## src/rtl/tsp_pkg.sv

```systemverilog
// ----------------------------------------------------------------------------
// tsp_pkg
// shared constants, types and phase codes for the speed profile core
// ----------------------------------------------------------------------------
package tsp_pkg;

   localparam int DIST_WIDTH_DEF  = 24;
   localparam int SPEED_WIDTH_DEF = 20;

   localparam logic [1:0] PHASE_ACCEL  = 2'd0;
   localparam logic [1:0] PHASE_CRUISE = 2'd1;
   localparam logic [1:0] PHASE_DECEL  = 2'd2;

   localparam logic CSR_PEAK_SPEED = 1'b0;
   localparam logic CSR_ACCEL_RATE = 1'b1;

   // per-transaction side data that rides along the root chain
   typedef struct packed {
      logic [1:0] phase;
      logic       triangular;
      logic       use_peak;
   } tag_type;

endpackage

```

## src/rtl/tsp_front.sv

```systemverilog
// ----------------------------------------------------------------------------
// tsp_front
// products, phase decision and radicand selection, two register stages
// ----------------------------------------------------------------------------
module tsp_front #(
   parameter int DW = 24,
   parameter int SW = 20,
   parameter int RW = 64
) (
   input  logic              clock,
   input  logic              reset,
   input  logic              stall,
   input  logic              valid_in,
   input  logic [DW-1:0]     path_length,
   input  logic [DW-1:0]     remaining,
   input  logic [SW-1:0]     peak_speed,
   input  logic [SW-1:0]     accel_rate,
   output logic              valid_out,
   output logic [RW-1:0]     rad_out,
   output logic [SW-1:0]     peak_out,
   output tsp_pkg::tag_type  tag_out
);

   localparam int PW = DW + SW;

   // stage 1: products
   logic              v1_ff;
   logic [PW-1:0]     tot_a_ff, trav_a_ff, rem_a_ff;
   logic [2*SW-1:0]   vsq_ff;
   logic [DW-1:0]     trav_ff, total_ff;
   logic [SW-1:0]     peak1_ff;
   logic [DW-1:0]     trav_w;

   assign trav_w = (remaining > path_length) ? '0 : path_length - remaining;

   always_ff @(posedge clock) begin
      if (reset) begin
         v1_ff <= 1'b0;
      end else if (!stall) begin
         v1_ff <= valid_in;
      end
   end

   always_ff @(posedge clock) begin
      if (!stall) begin
         tot_a_ff  <= PW'(path_length) * PW'(accel_rate);
         trav_a_ff <= PW'(trav_w) * PW'(accel_rate);
         rem_a_ff  <= PW'(remaining) * PW'(accel_rate);
         vsq_ff    <= (2*SW)'(peak_speed) * (2*SW)'(peak_speed);
         trav_ff   <= trav_w;
         total_ff  <= path_length;
         peak1_ff  <= peak_speed;
      end
   end

   // stage 2: decision
   localparam int CW = (PW > 2*SW ? PW : 2*SW) + 2;
   logic [CW-1:0]    tot_c, trav2_c, rem2_c, vsq_c;
   logic             tri_w, acc_w, dec_w;
   logic [PW-1:0]    prod_w;
   tsp_pkg::tag_type tag_w;
   logic             v2_ff;
   logic [RW-1:0]    rad_ff;
   logic [SW-1:0]    peak2_ff;
   tsp_pkg::tag_type tag_ff;

   always_comb begin
      tot_c   = CW'(tot_a_ff);
      trav2_c = CW'(trav_a_ff) << 1;
      rem2_c  = CW'(rem_a_ff) << 1;
      vsq_c   = CW'(vsq_ff);
      tri_w   = !(tot_c > vsq_c);
      if (!tri_w) begin
         acc_w = trav2_c < vsq_c;
         dec_w = !acc_w && (rem2_c < vsq_c);
      end else begin
         acc_w = ({1'b0, trav_ff} << 1) < {1'b0, total_ff};
         dec_w = !acc_w;
      end
      prod_w = acc_w ? trav_a_ff : rem_a_ff;
      tag_w.triangular = tri_w;
      tag_w.use_peak   = !acc_w && !dec_w;
      tag_w.phase      = acc_w ? tsp_pkg::PHASE_ACCEL :
                         (dec_w ? tsp_pkg::PHASE_DECEL : tsp_pkg::PHASE_CRUISE);
   end

   always_ff @(posedge clock) begin
      if (reset) begin
         v2_ff <= 1'b0;
      end else if (!stall) begin
         v2_ff <= v1_ff;
      end
   end

   always_ff @(posedge clock) begin
      if (!stall) begin
         rad_ff   <= RW'({prod_w, 1'b0});
         peak2_ff <= peak1_ff;
         tag_ff   <= tag_w;
      end
   end

   assign valid_out = v2_ff;
   assign rad_out   = rad_ff;
   assign peak_out  = peak2_ff;
   assign tag_out   = tag_ff;

endmodule

```

## config.mk

```make
export PLATFORM = sky130hd
export DESIGN_NAME = tsp_front
export DESIGN_NICKNAME = d
export VERILOG_FILES = /design/src/rtl/tsp_pkg.sv /design/src/rtl/tsp_front.sv
export SDC_FILE = /design/constraint.sdc
export NUM_CORES = 2
export LEC_CHECK = 0
export BUFFER_PORTS_ARGS = -buffer_cell sky130_fd_sc_hd__buf_2
export CORE_MARGIN = 2
export CORE_UTILIZATION = 65
export CTS_CLUSTER_DIAMETER = 40
export DETAILED_ROUTE_END_ITERATION = 12
export HOLD_SLACK_MARGIN = 0.1
export PLACE_DENSITY = 0.82
export SETUP_SLACK_MARGIN = 0.05
export SYNTH_ARGS = -nofsm -noshare
export SYNTH_HDL_FRONTEND = slang
export SYNTH_SLANG_ARGS = --single-unit
export TNS_END_PERCENT = 5
```

## constraint.sdc

```tcl
create_clock -name clock -period 10.7 [get_ports clock]
set_input_delay 0.535 -clock clock [delete_from_list [all_inputs] [get_ports clock]]
set_output_delay 0.535 -clock clock [all_outputs]
set_load 0.01 [all_outputs]
```

* Yosys cells after proc, flatten, opt, wreduce, memory -nomap -nowiden
Cells that the tools add are included.
** Storage, ports and cells
- Bits in registers :: 310
- Bits in latches :: 0
- Memory bits (writable) :: 0
- ROM bits :: 0
- Word-level logic and storage cells :: 36
- Memories kept :: 0
** Operators by class
- Add/subtract/negate cells :: 1
- Multiply operators :: 4
- Div/mod/pow operators :: 0
- Magnitude comparators :: 5
- Equal/unequal tests :: 0
- Shifts and indexed selects :: 0
- Muxes and demuxes :: 5
- Bitwise logic cells :: 0
- Reduce and logical (&&, ||, !) cells :: 7
** Operators with widths (count)
- $mul A24 B20 Y44 :: 3
- $lt A45 B40 Y1 :: 2
- $gt A44 B40 Y1 :: 1
- $mux W44 :: 1
- $mul A20 B20 Y40 :: 1
- $lt A25 B24 Y1 :: 1
- $gt A24 B24 Y1 :: 1
- $mux W24 :: 1
- $sub A24 B24 Y24 :: 1
- $logic_not A1 Y1 :: 5
- $logic_and A1 B1 Y1 :: 2
- $mux W1 :: 2
- $mux W2 :: 1

* Depth between registers and ports, before layout
- Depth after elaboration :: 6
- Gate-level depth with buffers :: 40
- Depth with buffers taken out :: 37

* Worst setup path before layout
Ideal clock, no wire load.
- Path kind :: input-to-reg
- From :: input port path_length[0]
- To :: register trav_a_ff[40] (data pin)
- Setup time :: 258 ps
- Arrival :: 9082 ps
- Required time :: 10442 ps
- Slack :: 1360 ps
- Stages on the path :: 36
- Buffers on the path :: 5
- Cells stage by stage :: clkbuf_1 -> inv_1 -> ha_1 -> fa_1 -> nor2b_1 -> o21a_1 -> o21ai_1 -> a211oi_2 -> o211ai_1 -> a221oi_2 -> o21a_1 -> buf_2 -> clkbuf_1 -> buf_2 -> nand3_1 -> fa_1 -> inv_1 -> fa_1 -> inv_1 -> fa_1 -> inv_1 -> fa_1 -> fa_1 -> fa_1 -> inv_1 -> fa_1 -> inv_1 -> ha_1 -> clkbuf_1 -> nand3_1 -> or2_2 -> o41ai_2 -> o221ai_1 -> o311ai_0 -> a21oi_1 -> xnor2_1
** On the way
- Longest elaborated chain between the ends :: 3
** Ends and longest elaborated chain
- from (decl) :: RTL line tsp_front.sv:14 : input logic [DW-1:0] path_length,
- $sub A24 B24 Y24 / $gt A24 B24 Y1 (equally long branches) :: RTL line tsp_front.sv:34 : assign trav_w = (remaining > path_length) ? '0 : path_length - remaining;
- $mux W24 * :: RTL line tsp_front.sv:34
- $mul A24 B20 Y44 * :: RTL line tsp_front.sv:47 : trav_a_ff <= PW'(trav_w) * PW'(accel_rate);
- to (signal assigned) :: RTL line tsp_front.sv:47
- to (decl) :: RTL line tsp_front.sv:28 : logic [PW-1:0] tot_a_ff, trav_a_ff, rem_a_ff;
Every way passes the cells marked *; elsewhere a longest branch is shown, timed or not.
A chain may end at the register's enable or synchronous reset.

* Worst setup path in the final report
- From :: input port remaining[2]
- To :: register trav_a_ff[39] (data pin)
** On the way
- Longest elaborated chain between the ends :: 3
** Ends and longest elaborated chain
- from (decl) :: RTL line tsp_front.sv:15 : input logic [DW-1:0] remaining,
- $sub A24 B24 Y24 / $gt A24 B24 Y1 (equally long branches) :: RTL line tsp_front.sv:34
- $mux W24 * :: RTL line tsp_front.sv:34
- $mul A24 B20 Y44 * :: RTL line tsp_front.sv:47
Marked as above.

==> metrics.txt <==
area leader, netlist=fa_1; worst hold path class=in2reg; library cells used by synthesis=81; WL/cell=21.42 um; Setup TNS Final=0 ps; IO Port Bufs=160; Finished Layout Cells=9162; Rows=122; synth top area cells=fa_1 40%, ha_1 13%, edfxtp_1 13%; post-synthesis register bit count=308; Mapped Cells=7659; outcome=finished clean; detailed-route DRC error count=0; slowest CP cell=o21ai_2; CTS max path bufs=3; dominant synthesized flop cell=edfxtp_1; Pre-Repair DR Iteration Count=8; Clock transition at path regs=50 ps; async set-reset flop share out of synthesis=0%; # setup viols final=0; die area=0.1148 mm2; fin crit share=94.53%; top cell type's share of synthesized area=40.01%; dpl hpwl=154900 um; Worst-Margin Slew=1173 ps; Post-synth EDFFs=306; H-tree level count=2; worst hold path stage count=3; Met1 Routed Length=69930 um; drt initial violations=4881; Vias/cell=5.918; met3 wire length=18970 um; fin nets=9934; worst-path maximum fanout=21; max-cap violation count=0; number of fill cells=8125; Placed Cells=9042; final WL=196300 um; syn_area_per_cell=9.517 um2; Initial Utilization=65.69%; cell with the most instances after synthesis=inv_1; met2 WL post-DR=89580 um; die width=338.9 um; core area=0.1110 mm2; DR vias=54225; grt total ovfl=0; clock sinks=308; Max Used Layer=met5; root buf cell=clkbuf_16; first-pass GRT wire length=319500 um; min Tclk post-route=10110 ps; vias in the first global route=59769; RePlAce Congestion=0.9730; Max Clk Rate=98.87 MHz; Slew Viols, Final=0; TritonCTS Buffers=59; share of cells above drive strength 1=6.001%; reg2reg path depth=12; relative slew slack=21.81%; largest net degree at the start of global routing=106; critical path required time=11090 ps; number of hold violations in the final report=0; commonest cells in the netlist=1715 x inv_1, 1457 x fa_1, 998 x nand2_1, 769 x ha_1, 616 x and2_1; GRT Total Usage=35.64%; Worst setup SP type=primary input; CP arrival=10500 ps; Yosys warning count=0; initial antenna violation count=12; CTS tree=built; largest stage delay on the critical path=940 ps; Netlist Area Pre-Place=0.07289 mm2; post-route ant nets=0; Worst Path Class, Setup=in2reg; worst skew pair latency=680 ps; I/O pin cnt=181; post-synthesis sequential area ratio=12.66%; P&R area growth vs syn=5.700%; Fin Hold WS=125.4 ps; clock skew=42.14 ps; die height=338.9 um; crit end category=flip-flop; RSZ-0062 raised after global routing=no
==> logic make-up (layout without fill, tap and decap cells) <==
logic type,after synthesis,in the layout,share of synthesized area [%]
AOI/OAI and AO/OA,664,664,6.015
xor gates and xnor gates,180,180,2.163
adders and majority gates,2226,2226,53.21
buffers and inverters,2117,2105,11.10
DFF,308,308,12.66
muxes,49,49,0.7673
other,1,28,0.005144
and+or+nand+nor,2114,2114,14.07
==> per-layer routing <==
layer  up-vias  GRT usage (%)
met1     27301          44.38
met2      2894          56.35
met5         -              0
met4         4          25.82
met3       749          6.354
li1      23277              -
==> critical path: cells and delay by family <==
family	cells	cell delay [ps]
compound gates	12	3570
simple gates	6	1200
xor+xnor	1	120
buf+inv	9	860
fa+ha+maj	9	4200
==> final timing paths <==
| check | slack (ps) | start | endpoint |
|---|---|---|---|
| max reg2reg | 6400 | vsq_ff[34]$_DFFE_PN_ | rad_out[1]$_DFFE_PN_ |
| min reg2reg | 420 | peak1_ff[7]$_DFFE_PN_ | peak_out[7]$_DFFE_PN_ |
| min | 130 | valid_in | v1_ff$_SDFFE_PP0N_ |
| max | 590 | remaining[2] | trav_a_ff[39]$_DFFE_PN_ |
==> cell usage in the layout, fill, tap and decap left out, drive strengths merged, types with 120 or more instances in the layout <==
master,netlist,routed
ha,769,769
nor2,152,152
fa,1457,1457
edfxtp,306,306
a21oi,204,204
a21o,144,144
inv,1715,1735
nand2,998,998
xnor2,120,120
buf,52,278
and2,616,616
==> sequential cells by signal (all words and copies together) (netlist names) <==
signal and cells:
trav_a_ff 44, peak1_ff 19, peak_out 20, tot_a_ff 44, tag_out 4, rad_out 44, vsq_ff 39, trav_ff 24
v1_ff 1, rem_a_ff 44, total_ff 24, valid_out 1
==> what timing repair did <==
item                      in CTS  in global routing
hold buffers                   1                  0
buffers inserted               0                  0
hold endpoints to repair       2                  0
resized for setup              0                  0
==> stage by stage <==
step | cell area, um2 | util, % | worst slack, ps
floorplan | 72970 | - | 1360
global placement | 74990 | 67.57 | 363.0
detailed placement | 74990 | 67.57 | 179.1
CTS | 77030 | 69.41 | 778.8
global route | 77050 | 69.43 | 96.19
finish | 77050 | 69.43 | 585.4
==> layout make-up <==
type	instances	area, um2	area share (%)
well taps	1488	1862	2.416
repair buffers	279	1784	2.316
diodes	8	20.02	0.02598
flip-flops and latches	308	9229	11.98
inverters	1715	6445	8.365
clock buffers	61	1484	1.926
multi-input cells	5253	55680	72.26
clock inverters	50	546.8	0.7096
Power is not shown: default switching activity piles up to over one toggle a cycle in this logic, so the estimate is an artifact.
