## src/rtl/tsp_pkg.sv

```systemverilog
// ----------------------------------------------------------------------------
// tsp_pkg
// shared constants, types and phase codes for the speed profile core
// ----------------------------------------------------------------------------
package tsp_pkg;

   localparam int DIST_WIDTH_DEF  = 24;
   localparam int SPEED_WIDTH_DEF = 20;

   localparam logic [1:0] PHASE_ACCEL  = 2'd0;
   localparam logic [1:0] PHASE_CRUISE = 2'd1;
   localparam logic [1:0] PHASE_DECEL  = 2'd2;

   localparam logic CSR_PEAK_SPEED = 1'b0;
   localparam logic CSR_ACCEL_RATE = 1'b1;

   // per-transaction side data that rides along the root chain
   typedef struct packed {
      logic [1:0] phase;
      logic       triangular;
      logic       use_peak;
   } tag_type;

endpackage

```

## src/rtl/tsp_root_cell.sv

```systemverilog
// ----------------------------------------------------------------------------
// tsp_root_cell
// one digit step of a restoring integer square root
// ----------------------------------------------------------------------------
module tsp_root_cell #(
   parameter int RW = 64,
   parameter int QW = 32,
   parameter int SW = 20
) (
   input  logic                 clock,
   input  logic                 reset,
   input  logic                 stall,
   input  logic                 valid_in,
   input  logic [RW-1:0]        rad_in,
   input  logic [QW-1:0]        root_in,
   input  logic [QW+1:0]        rem_in,
   input  logic [SW-1:0]        peak_in,
   input  tsp_pkg::tag_type     tag_in,
   output logic                 valid_out,
   output logic [RW-1:0]        rad_out,
   output logic [QW-1:0]        root_out,
   output logic [QW+1:0]        rem_out,
   output logic [SW-1:0]        peak_out,
   output tsp_pkg::tag_type     tag_out
);

   logic                valid_ff;
   logic [RW-1:0]       rad_ff, rad_in_w;
   logic [QW-1:0]       root_ff, root_in_w;
   logic [QW+1:0]       rem_ff, rem_in_w, trial, cur;
   logic [SW-1:0]       peak_ff;
   tsp_pkg::tag_type    tag_ff;

   always_comb begin
      // bring down the next two radicand bits
      cur   = {rem_in[QW-1:0], rad_in[RW-1 -: 2]};
      trial = {root_in, 2'b01};
      if (cur >= trial) begin
         rem_in_w  = cur - trial;
         root_in_w = {root_in[QW-2:0], 1'b1};
      end else begin
         rem_in_w  = cur;
         root_in_w = {root_in[QW-2:0], 1'b0};
      end
      rad_in_w = {rad_in[RW-3:0], 2'b00};
   end

   always_ff @(posedge clock) begin
      if (reset) begin
         valid_ff <= 1'b0;
      end else if (!stall) begin
         valid_ff <= valid_in;
      end
   end

   always_ff @(posedge clock) begin
      if (!stall) begin
         rad_ff  <= rad_in_w;
         root_ff <= root_in_w;
         rem_ff  <= rem_in_w;
         peak_ff <= peak_in;
         tag_ff  <= tag_in;
      end
   end

   assign valid_out = valid_ff;
   assign rad_out   = rad_ff;
   assign root_out  = root_ff;
   assign rem_out   = rem_ff;
   assign peak_out  = peak_ff;
   assign tag_out   = tag_ff;

endmodule

```

## config.mk

```make
export PLATFORM = sky130hd
export DESIGN_NAME = tsp_root_cell
export DESIGN_NICKNAME = d
export VERILOG_FILES = /design/src/rtl/tsp_pkg.sv /design/src/rtl/tsp_root_cell.sv
export SDC_FILE = /design/constraint.sdc
export NUM_CORES = 1
export LEC_CHECK = 0
export BUFFER_PORTS_ARGS = -buffer_cell sky130_fd_sc_hd__clkbuf_2
export CAP_MARGIN = 20
export CORE_MARGIN = 2
export CORE_UTILIZATION = 30
export CTS_CLUSTER_DIAMETER = 80
export CTS_CLUSTER_SIZE = 14
export DETAILED_ROUTE_END_ITERATION = 6
export SYNTH_ARGS = -nofsm -noshare
export SYNTH_HDL_FRONTEND = slang
export SYNTH_SLANG_ARGS = --single-unit
```

## constraint.sdc

```tcl
create_clock -name clock -period 5.4 [get_ports clock]
set_input_delay 0.54 -clock clock [delete_from_list [all_inputs] [get_ports clock]]
set_output_delay 0.54 -clock clock [all_outputs]
set_load 0.03 [all_outputs]
```

# Yosys cells after proc, flatten, opt, wreduce, memory -nomap -nowiden
# Index checks and enable logic that the tools add are counted.
[totals]
reg_bits = 153
inputBits = 158
word_cells = 12
[op_classes]
add_sub_neg = 1
magnitude_cmp = 1
mux = 2
[ops]
columns = ["op", "n"]
rows = [
  ["$ge A34 B34 Y1", 1],
  ["$mux W34", 1],
  ["$sub A34 B34 Y34", 1],
  ["$mux W1", 1],
]

# Longest topological paths before layout
# Gate-level depths: netlist (run 1).
[depth]
ltp_word = 2
depth_mapped = 12
mapped_depth_nobuf = 11

# Least setup slack after synthesis (run 1)
# OpenSTA, ideal clock, no wires.
[synth_timing]
kind = "input to register"
start = "in stall"
end = "reg peak_ff[0], in the netlist peak_out[0], enable pin"
arrival_ns = 3.473
t_required_ns = 4.896
path_slack_ns = 1.423
stages = 1
path_buffers = 0
cell_sequence = "inv_1"
[synth_rtl]
columns = ["element", "line_no", "source"]
rows = [
  ["start, declared", "tsp_root_cell.sv:12", "input logic stall,"],
  ["end signal, assigned", "tsp_root_cell.sv:61", "peak_ff <= peak_in;"],
  ["end, declared", "tsp_root_cell.sv:31", "logic [SW-1:0] peak_ff;"],
]
# No word-level cell between the ends.

# Worst setup path after layout (run 1)
[layout_timing]
start = "in root_in[0]"
end = "reg rem_ff[16], in the netlist rem_out[16], data pin"
[layout_between]
elab_chain_len = 2
[layout_rtl]
columns = ["element", "line_no", "source"]
rows = [
  ["start, declared", "tsp_root_cell.sv:15", "input logic [QW-1:0] root_in,"],
  ["$sub A34 B34 Y34 / $ge A34 B34 Y1 (equally long branches)", "tsp_root_cell.sv:39, tsp_root_cell.sv:38", ""],
  ["$mux W34 *", "tsp_root_cell.sv:38", "if (cur >= trial) begin"],
  ["named net rem_in_w[16]", "tsp_root_cell.sv:30", "logic [QW+1:0] rem_ff, rem_in_w, trial, cur;"],
  ["end signal, assigned", "tsp_root_cell.sv:60", "rem_ff <= rem_in_w;"],
  ["end, declared", "tsp_root_cell.sv:30", ""],
]
# The timed path passes the listed nets; every way through them passes the cells marked *.
# A chain may end at the register's enable or synchronous reset.

==> results of run 1 <==
final cells by class:
type                            count  area (um^2)  share of cell area, %
Sequential cell                   153         4580                   48.9
Tap cell                          285          357                   3.80
Inverter                           44          173                   1.84
Timing Repair Buffer              311         1580                   16.8
Multi-Input combinational cell    315         2110                   22.5
Clock buffer                       17          425                   4.54
Clock inverter                     15          155                   1.65
path summary, 6_finish.rpt:
path	depth (start not counted)	slack, ns	end
setup / recovery	13	2.42	rem_out[16]
hold / removal	2	0.27	valid_out
setup reg to reg	2	4.78	valid_out
hold reg to reg	2	0.55	valid_out
Yosys cell counts (7+ instances only):
cell type,n
xor2_1,8
nand3_1,14
o21ai_1,24
a21oi_1,23
and3_1,9
xnor2_1,16
nand2_1,58
edfxtp_1,152
o21ai_0,19
nand2b_1,7
inv_1,43
ha_1,34
nor2_1,22
a21o_1,12
power groups by stage:
stage / logic (mW) / clock network (mW) / registers, mW
after floorplan: 0.263 / 0 / 1.73
after global placement: 0.725 / 0 / 1.49
after detailed placement: 0.729 / 0 / 1.49
after CTS: 0.732 / 1.22 / 1.47
after global routing: 0.787 / 1.26 / 1.48
final: 0.726 / 1.18 / 1.47
flip-flops by register name, indices dropped and copies added, names as in the netlist:
| signal | count |
|---|---|
| peak_out | 20 |
| rad_out | 62 |
| rem_out | 34 |
| root_out | 32 |
| tag_out | 4 |
| valid_out | 1 |
cell families after synthesis:
logic type                 share of synthesized area [%]
AOI/OAI and AO/OA                                   12.2
xor gates and xnor gates                            3.04
adders and majority gates                           6.15
buffers and inverters                               3.26
DFF                                                 66.3
muxes                                              0.289
other                                             0.0542
and+or+nand+nor                                     8.68
critical path: cells and delay by family:
family,cells,cell delay [ns]
AOI/OAI and AO/OA,6,1.47
buffers and inverters,4,0.48
adders and majority gates,1,0.37
and+or+nand+nor,2,0.34
layer usage:
| metal | vias up | share of wire (%) |
|---|---|---|
| met5 | - | 0 |
| met4 | 0 | 1.5 |
| met3 | 17 | 6.5 |
| met2 | 181 | 51 |
| met1 | 2389 | 41 |
| li1 | 2575 | - |
per-stage QoR:
| stage | area, um^2 | util [%] | std cells |
|---|---|---|---|
| detailed placement | 8780 | 38.8 | 1107 |
| CTS | 9360 | 41.3 | 1139 |
| floorplan | 6920 | - | 522 |
| global placement | 8780 | 38.8 | 1107 |
| global route | 9380 | 41.4 | 1140 |
| finish | 9380 | 41.4 | 1140 |
==> qor.yml, run 1 <==
status: "completed"
slew_headroom_pct: 32.7
drc: 0
syn2layout_area_growth_pct: 35.6
drv_cap: 0
yosys.area.top_type: "edfxtp_1"
timing.fmax_mhz: 335
drive_gt1_share_pct: 42.2
critPathRequiredTime_ns: 5.64
ctsHoldBuffers: 0
route.detailed.vias_per_inst: 4.53
synth_seq_cells: 153
antenna_found_initial: 0
worst_slack_ns: 2.42
ir_worst_vdd_uv: 175
nFillCells: 2194
clock_path_buffers: 2
synth_edf_count: 152
die_w_um: 156
startpoint: "root_in[0]"
start_util_pct: 30.5
hp-start: "reset"
netlist_area_um2: 6920
io_pins: 313
grt_util_all_layers_pct: 14.6
drv_slew: 0
yosysTopAreaCellShare_pct: 66.0
slowest_stage: "ha_1"
power_frac_clock_pct: 35.1
combPwrFrac_pct: 21.5
synth-async-reset-ratio_pct: 0
numCtsBuffers: 17
skew_ns: 0
hpwl_um: 14000
grt_pass1_wl_um: 27000
intPower_mw: 2.29
place_ws_ns: 1.39
avgRoutedWirePerCell_um: 16.0
cts_setup_buffers: 0
hold-worst-slack_ns: 0.273
dr.pass1.iters: 5
seq_area_frac_synth_pct: 66.3
busiest_layer: "met2"
min_path_type: "input port to register"
final_common_cell: "clkbuf_2"
path_max_fanout: 32
cts-root-buf: "clkbuf_16"
setup_viol: 0
grt_overflow_total: 0
clock_latency_ns: 0.42
crit_path_cell_trace: "clkbuf_2 > inv_1 > ha_1 > nor2b_1 > o2111ai_1 > a31oi_1 > o21ai_2 > a221oi_2 > o22ai_4 > buf_12 > inv_4 > and2_0 > a211oi_1"
met2_usage_pct: 26.1
htreeDepth: 4
synthCells: 521
period_minus_slack_ns: 2.98
ys.warnings.count: 0
arrival_ns: 3.22
tightest_slew_ns: 1.01
avgSynthCellArea_um2: 13.3
swShare_pct: 32.2
reg2reg_from: "valid_out"
antenna_cells: 0
port_buffers: 308
p_leak_nw: 4.24
use_met1_pct: 17.0
final_antenna_net_count: 0
ys_types: 56
nNetsFinal: 1034
via_count: 5162
mostFrequentLayoutCells: "clkbuf_2, edfxtp_1, nand2_1"
critical-path-max-stage-delay_ns: 0.37
synthTopCellsByArea: "edfxtp_1, ha_1, nand2_1"
cts_sinks: 153
die_height_um: 156
row_count: 55
first_iter_violations: 257
wl_um: 18200
powerDensity_nw_per_um2: 360
critPathKind: "input port to register"
place.gp.congestion: 0.777
synthFlopType: "edfxtp_1"
setup.worst_path.end_class: "register"
grt_use_met3_pct: 3.97
cts_tree: "built"
postCtsResizedCells: 0
seq_power_share_pct: 43.4
fin_tns_setup_ns: 0
p_switching_mw: 1.09
grt_pass1_vias: 5054
clkTransAtPathRegs_ns: 0.07
startpoint_type: "input port"
power.total_mw: 3.38
rsz0062_at_grt: "no"
grt_max_degree: 116
dieArea_um2: 24300
coreArea_um2: 22600
fin_crit_sh_pct: 55.2
hold_viol_final: 0
Power figures use the tool's default switching activity.
==> run 2: changes to the inputs <==
==> constraint.sdc (replaced) <==
create_clock -name clock -period 3.1 [get_ports clock]
set_input_delay 0.31 -clock clock [delete_from_list [all_inputs] [get_ports clock]]
set_output_delay 0.31 -clock clock [all_outputs]
set_load 0.03 [all_outputs]
==> qor.yml, run 2 (same netlist as run 1, synthesis figures left out) <==
place_area_um2: 8870
die_height_um: 156
multi_input_area_um2: 2110
reg2reg_depth: 2
setup.worst_path.end_class: "register"
drive_gt1_share_pct: 42.6
grt_overflow_total: 0
row_count: 55
path_max_fanout: 23
grt_max_degree: 143
reg2reg_to: "valid_out"
hold_depth: 2
critPathRequiredTime_ns: 3.34
wl_um: 18500
reg2reg_slack_ns: 2.51
hp-start: "reset"
coreArea_um2: 22600
die_w_um: 156
status: "completed"
io_pins: 313
avgRoutedWirePerCell_um: 16.2
final_antenna_net_count: 0
arrival_ns: 2.74
first_iter_violations: 276
clkTransAtPathRegs_ns: 0.07
period_minus_slack_ns: 2.50
ctsHoldBuffers: 0
nFillCells: 2145
mostFrequentLayoutCells: "clkbuf_2, edfxtp_1, nand2_1"
hold_viol_final: 0
port_buffers: 308
fin_tns_setup_ns: 0
hpwl_um: 14300
drc: 0
place.gp.congestion: 0.751
postCtsResizedCells: 0
cts_sinks: 153
numCtsBuffers: 17
route.detailed.vias_per_inst: 4.60
reg2reg_from: "valid_out"
cts-root-buf: "clkbuf_16"
slew_headroom_pct: 48.8
antenna_found_initial: 0
finalInstanceArea_um2: 9450
grt_pass1_vias: 5109
start_util_pct: 30.5
ir_worst_vdd_uv: 407
fin_crit_sh_pct: 80.7
nNetsFinal: 1040
grt_pass1_wl_um: 27600
dieArea_um2: 24300
skew_ns: 0
clock_latency_ns: 0.42
drv_slew: 0
hold_path_end: "valid_out"
p_leak_nw: 4.26
htreeDepth: 4
cts_setup_buffers: 0
grt_util_all_layers_pct: 14.9
rsz0062_at_grt: "no"
min_path_type: "input port to register"
largest_reg_flops: 62
timing.fmax_mhz: 400
powerDensity_nw_per_um2: 627
cts_tree: "built"
final_common_cell: "clkbuf_2"
antenna_cells: 0
drv_cap: 0
regArea_um2: 4580
setup_viol: 0
syn2layout_area_growth_pct: 36.7
critPathKind: "input port to register"
via_count: 5272
tightest_slew_ns: 0.768
startpoint_type: "input port"
clock_path_buffers: 2
dr.pass1.iters: 4
==> run 2: cell types whose count changed in the layout (fill, tap and decap cells not counted), sizes merged <==
| cell | delta |
|---|---|
| clkinv | -3 |
| bufinv | +1 |
| clkinvlp | +3 |
| clkbuf | +1 |
| buf | +6 |
| inv | -2 |
==> run 2: worst max path at each step <==
stage	from	end	slack [ns]
after detailed placement	root_in[5]	rem_out[24]	0.11
final	root_in[5]	rem_out[24]	0.60
after global placement	root_in[5]	rem_out[24]	0.13
after floorplan	stall	peak_out[0]	0.20
after CTS	root_in[5]	rem_out[24]	0.55
after global routing	root_in[0]	rem_out[32]	0.33
==> run 2: cell type report <==
class,instances,share of cell area (%)
repair buffers,317,17.4
inverters,44,1.81
clock inverters,14,1.64
multi-input cells,315,22.3
well taps,285,3.77
flip-flops and latches,153,48.5
clock buffers,18,4.54
==> run 2: metal layers <==
metal | track usage [%] | part of all wire, %
met3 | 4.19 | 6.8
met5 | 0 | 0
met2 | 27.2 | 53
met1 | 17.1 | 39
met4 | 4.11 | 1.3
==> run 2: critical path, cell delays in order <==
cell and delay [ns]:
clkbuf_2 0.09, inv_1 0.04, ha_1 0.37, and3_1 0.24, nand2_1 0.09, o41ai_2 0.41, nor2_1 0.09, a221oi_2 0.33
o22ai_4 0.17, buf_12 0.19, buf_12 0.16, o31ai_2 0.24
==> run 2: stage by stage <==
step	utilization, %	instances	hold WS [ns]	power, mW	setup slack [ns]
4_1_cts	41.8	1146	0.0215	6.00	0.545
6_report	41.8	1146	0.0381	5.92	0.599
5_1_grt	41.8	1146	0.0173	6.19	0.329
2_1_floorplan	-	522	0.382	3.46	0.200
3_3_place_gp	39.2	1114	0.469	3.89	0.132
3_5_place_dp	39.2	1114	0.474	3.90	0.106
==> run 2: power by group <==
group          total (mW)  internal, mW  switching, mW
Sequential           2.56          2.51         0.0511
Combinational        1.28         0.419          0.864
Clock                2.08          1.14          0.940
Total                5.92          4.07           1.86
==> run 3: changes to the inputs <==
==> constraint.sdc (replaced) <==
create_clock -name clock -period 2.14 [get_ports clock]
set_input_delay 0.214 -clock clock [delete_from_list [all_inputs] [get_ports clock]]
set_output_delay 0.214 -clock clock [all_outputs]
set_load 0.03 [all_outputs]
==> qor.yml, run 3 (same netlist as run 1, synthesis figures left out) <==
status: "finished, violations left"
violations: "negative setup slack"
wl_um: 22400
place.gp.congestion: 0.814
setup_viol: 2
fin_util_pct: 54.0
critPathRequiredTime_ns: 2.30
finalInstanceArea_um2: 12200
ir_worst_vdd_uv: 426
p_leak_nw: 5.45
syn2layout_area_growth_pct: 76.8
nNetsFinal: 1277
route.detailed.vias_per_inst: 4.52
clkTransAtPathRegs_ns: 0.07
powerDensity_nw_per_um2: 766
dr.pass1.iters: 4
timing.fmax_mhz: 462
final_common_cell: "clkbuf_2"
path_max_fanout: 7
die_height_um: 156
grt_util_all_layers_pct: 17.6
avgRoutedWirePerCell_um: 16.2
clock_path_buffers: 2
fin_crit_sh_pct: 101
critPathKind: "input port to register"
clock_latency_ns: 0.42
final_antenna_net_count: 0
antenna_found_initial: 1
start_util_pct: 30.5
mostFrequentLayoutCells: "clkbuf_2, edfxtp_1, buf_4"
place_ws_ns: -0.575
drive_gt1_share_pct: 51.1
htreeDepth: 4
arrival_ns: 2.32
place_area_um2: 9950
grt_overflow_total: 0
period_minus_slack_ns: 2.17
rsz0062_at_grt: "yes"
largest_reg_flops: 62
drv_cap: 0
hpwl_um: 15400
startpoint_type: "input port"
io_pins: 313
power.total_mw: 9.37
cts-root-buf: "clkbuf_16"
hold_viol_final: 0
cts_sinks: 153
first_iter_violations: 292
row_count: 55
place_inst: 1226
worst_slack_ns: -0.0253
die_w_um: 156
drc: 0
numCtsBuffers: 17
dieArea_um2: 24300
skew_ns: 0
stdcell_count: 1383
grt_pass1_wl_um: 33000
grt_pass1_vias: 6409
coreArea_um2: 22600
via_count: 6248
drv_slew: 0
grt_max_degree: 69
cts_tree: "built"
port_buffers: 308
setup.worst_path.end_class: "register"
min_path_type: "input port to register"
[run 3: cell types whose count changed in the layout (fill, tap and decap cells not counted), moves of 8 or more]
cell	previous run	this run
inv_1	42	34
nand2_1	58	47
ha_4	0	20
buf_4	6	116
buf_6	0	14
nand2_2	0	10
dlygate4sd3_1	0	114
ha_1	34	14
a21oi_1	23	14
[run 3: layout make-up]
cell class / count / area (um^2)
Fill cell: 1917 / 10400
Clock buffer: 17 / 425
Tap cell: 285 / 357
Antenna cell: 1 / 2.50
Timing Repair Buffer: 554 / 3860
Multi-Input combinational cell: 315 / 2660
Clock inverter: 14 / 155
Sequential cell: 153 / 4580
Inverter: 44 / 184
[run 3: power by group]
group	total [mW]	switching, mW	internal, mW	leakage [nW]
Combinational	2.62	1.49	1.13	3.68
Sequential	3.71	0.0796	3.63	1.49
Clock	3.04	1.39	1.65	0.276
[run 3: through the flow]
stage / hold slack (ns) / setup TNS [ns]
global route: 0.00291 / -0.567
detailed placement: 0.379 / -17.28
global placement: 0.373 / -16.13
CTS: 0.000892 / -0.00173
floorplan: 0.286 / -101.54
finish: 0.0159 / -0.0363
[run 3: worst paths after layout]
check | from | cells after the start | slack (ns) | end
setup / recovery | rem_in[6] | 12 | -0.03 | rem_out[33]
hold / removal | root_in[13] | 1 | 0.02 | root_out[14]
setup reg to reg | valid_out | 2 | 1.54 | valid_out
hold reg to reg | valid_out | 2 | 0.52 | valid_out
[run 3: worst max-delay path, cell delays in order]
cell,delay (ns)
buf_6,0.10
ha_4,0.29
and3_4,0.22
nand2_4,0.06
o41ai_4,0.38
nor2_2,0.09
a221oi_4,0.30
o22ai_4,0.16
buf_6,0.16
inv_8,0.07
mux2i_1,0.18
o211ai_1,0.11
[run 3: metal layers]
layer | up-vias | share of wire (%) | GRT usage (%)
met5 | - | 0 | 0
met1 | 2940 | 40 | 19.8
li1 | 3074 | - | -
met3 | 33 | 4.8 | 3.89
met4 | 0 | 2.9 | 6.29
met2 | 201 | 53 | 32.7
[run 3: timing repair]
item,CTS,global route
hold endpoints to repair,113,1
endpoints found under the setup margin,26,29
setup buffers,2,6
gates resized for setup,19,71
pin swaps,3,18
cloned,1,3
hold buffers,113,1
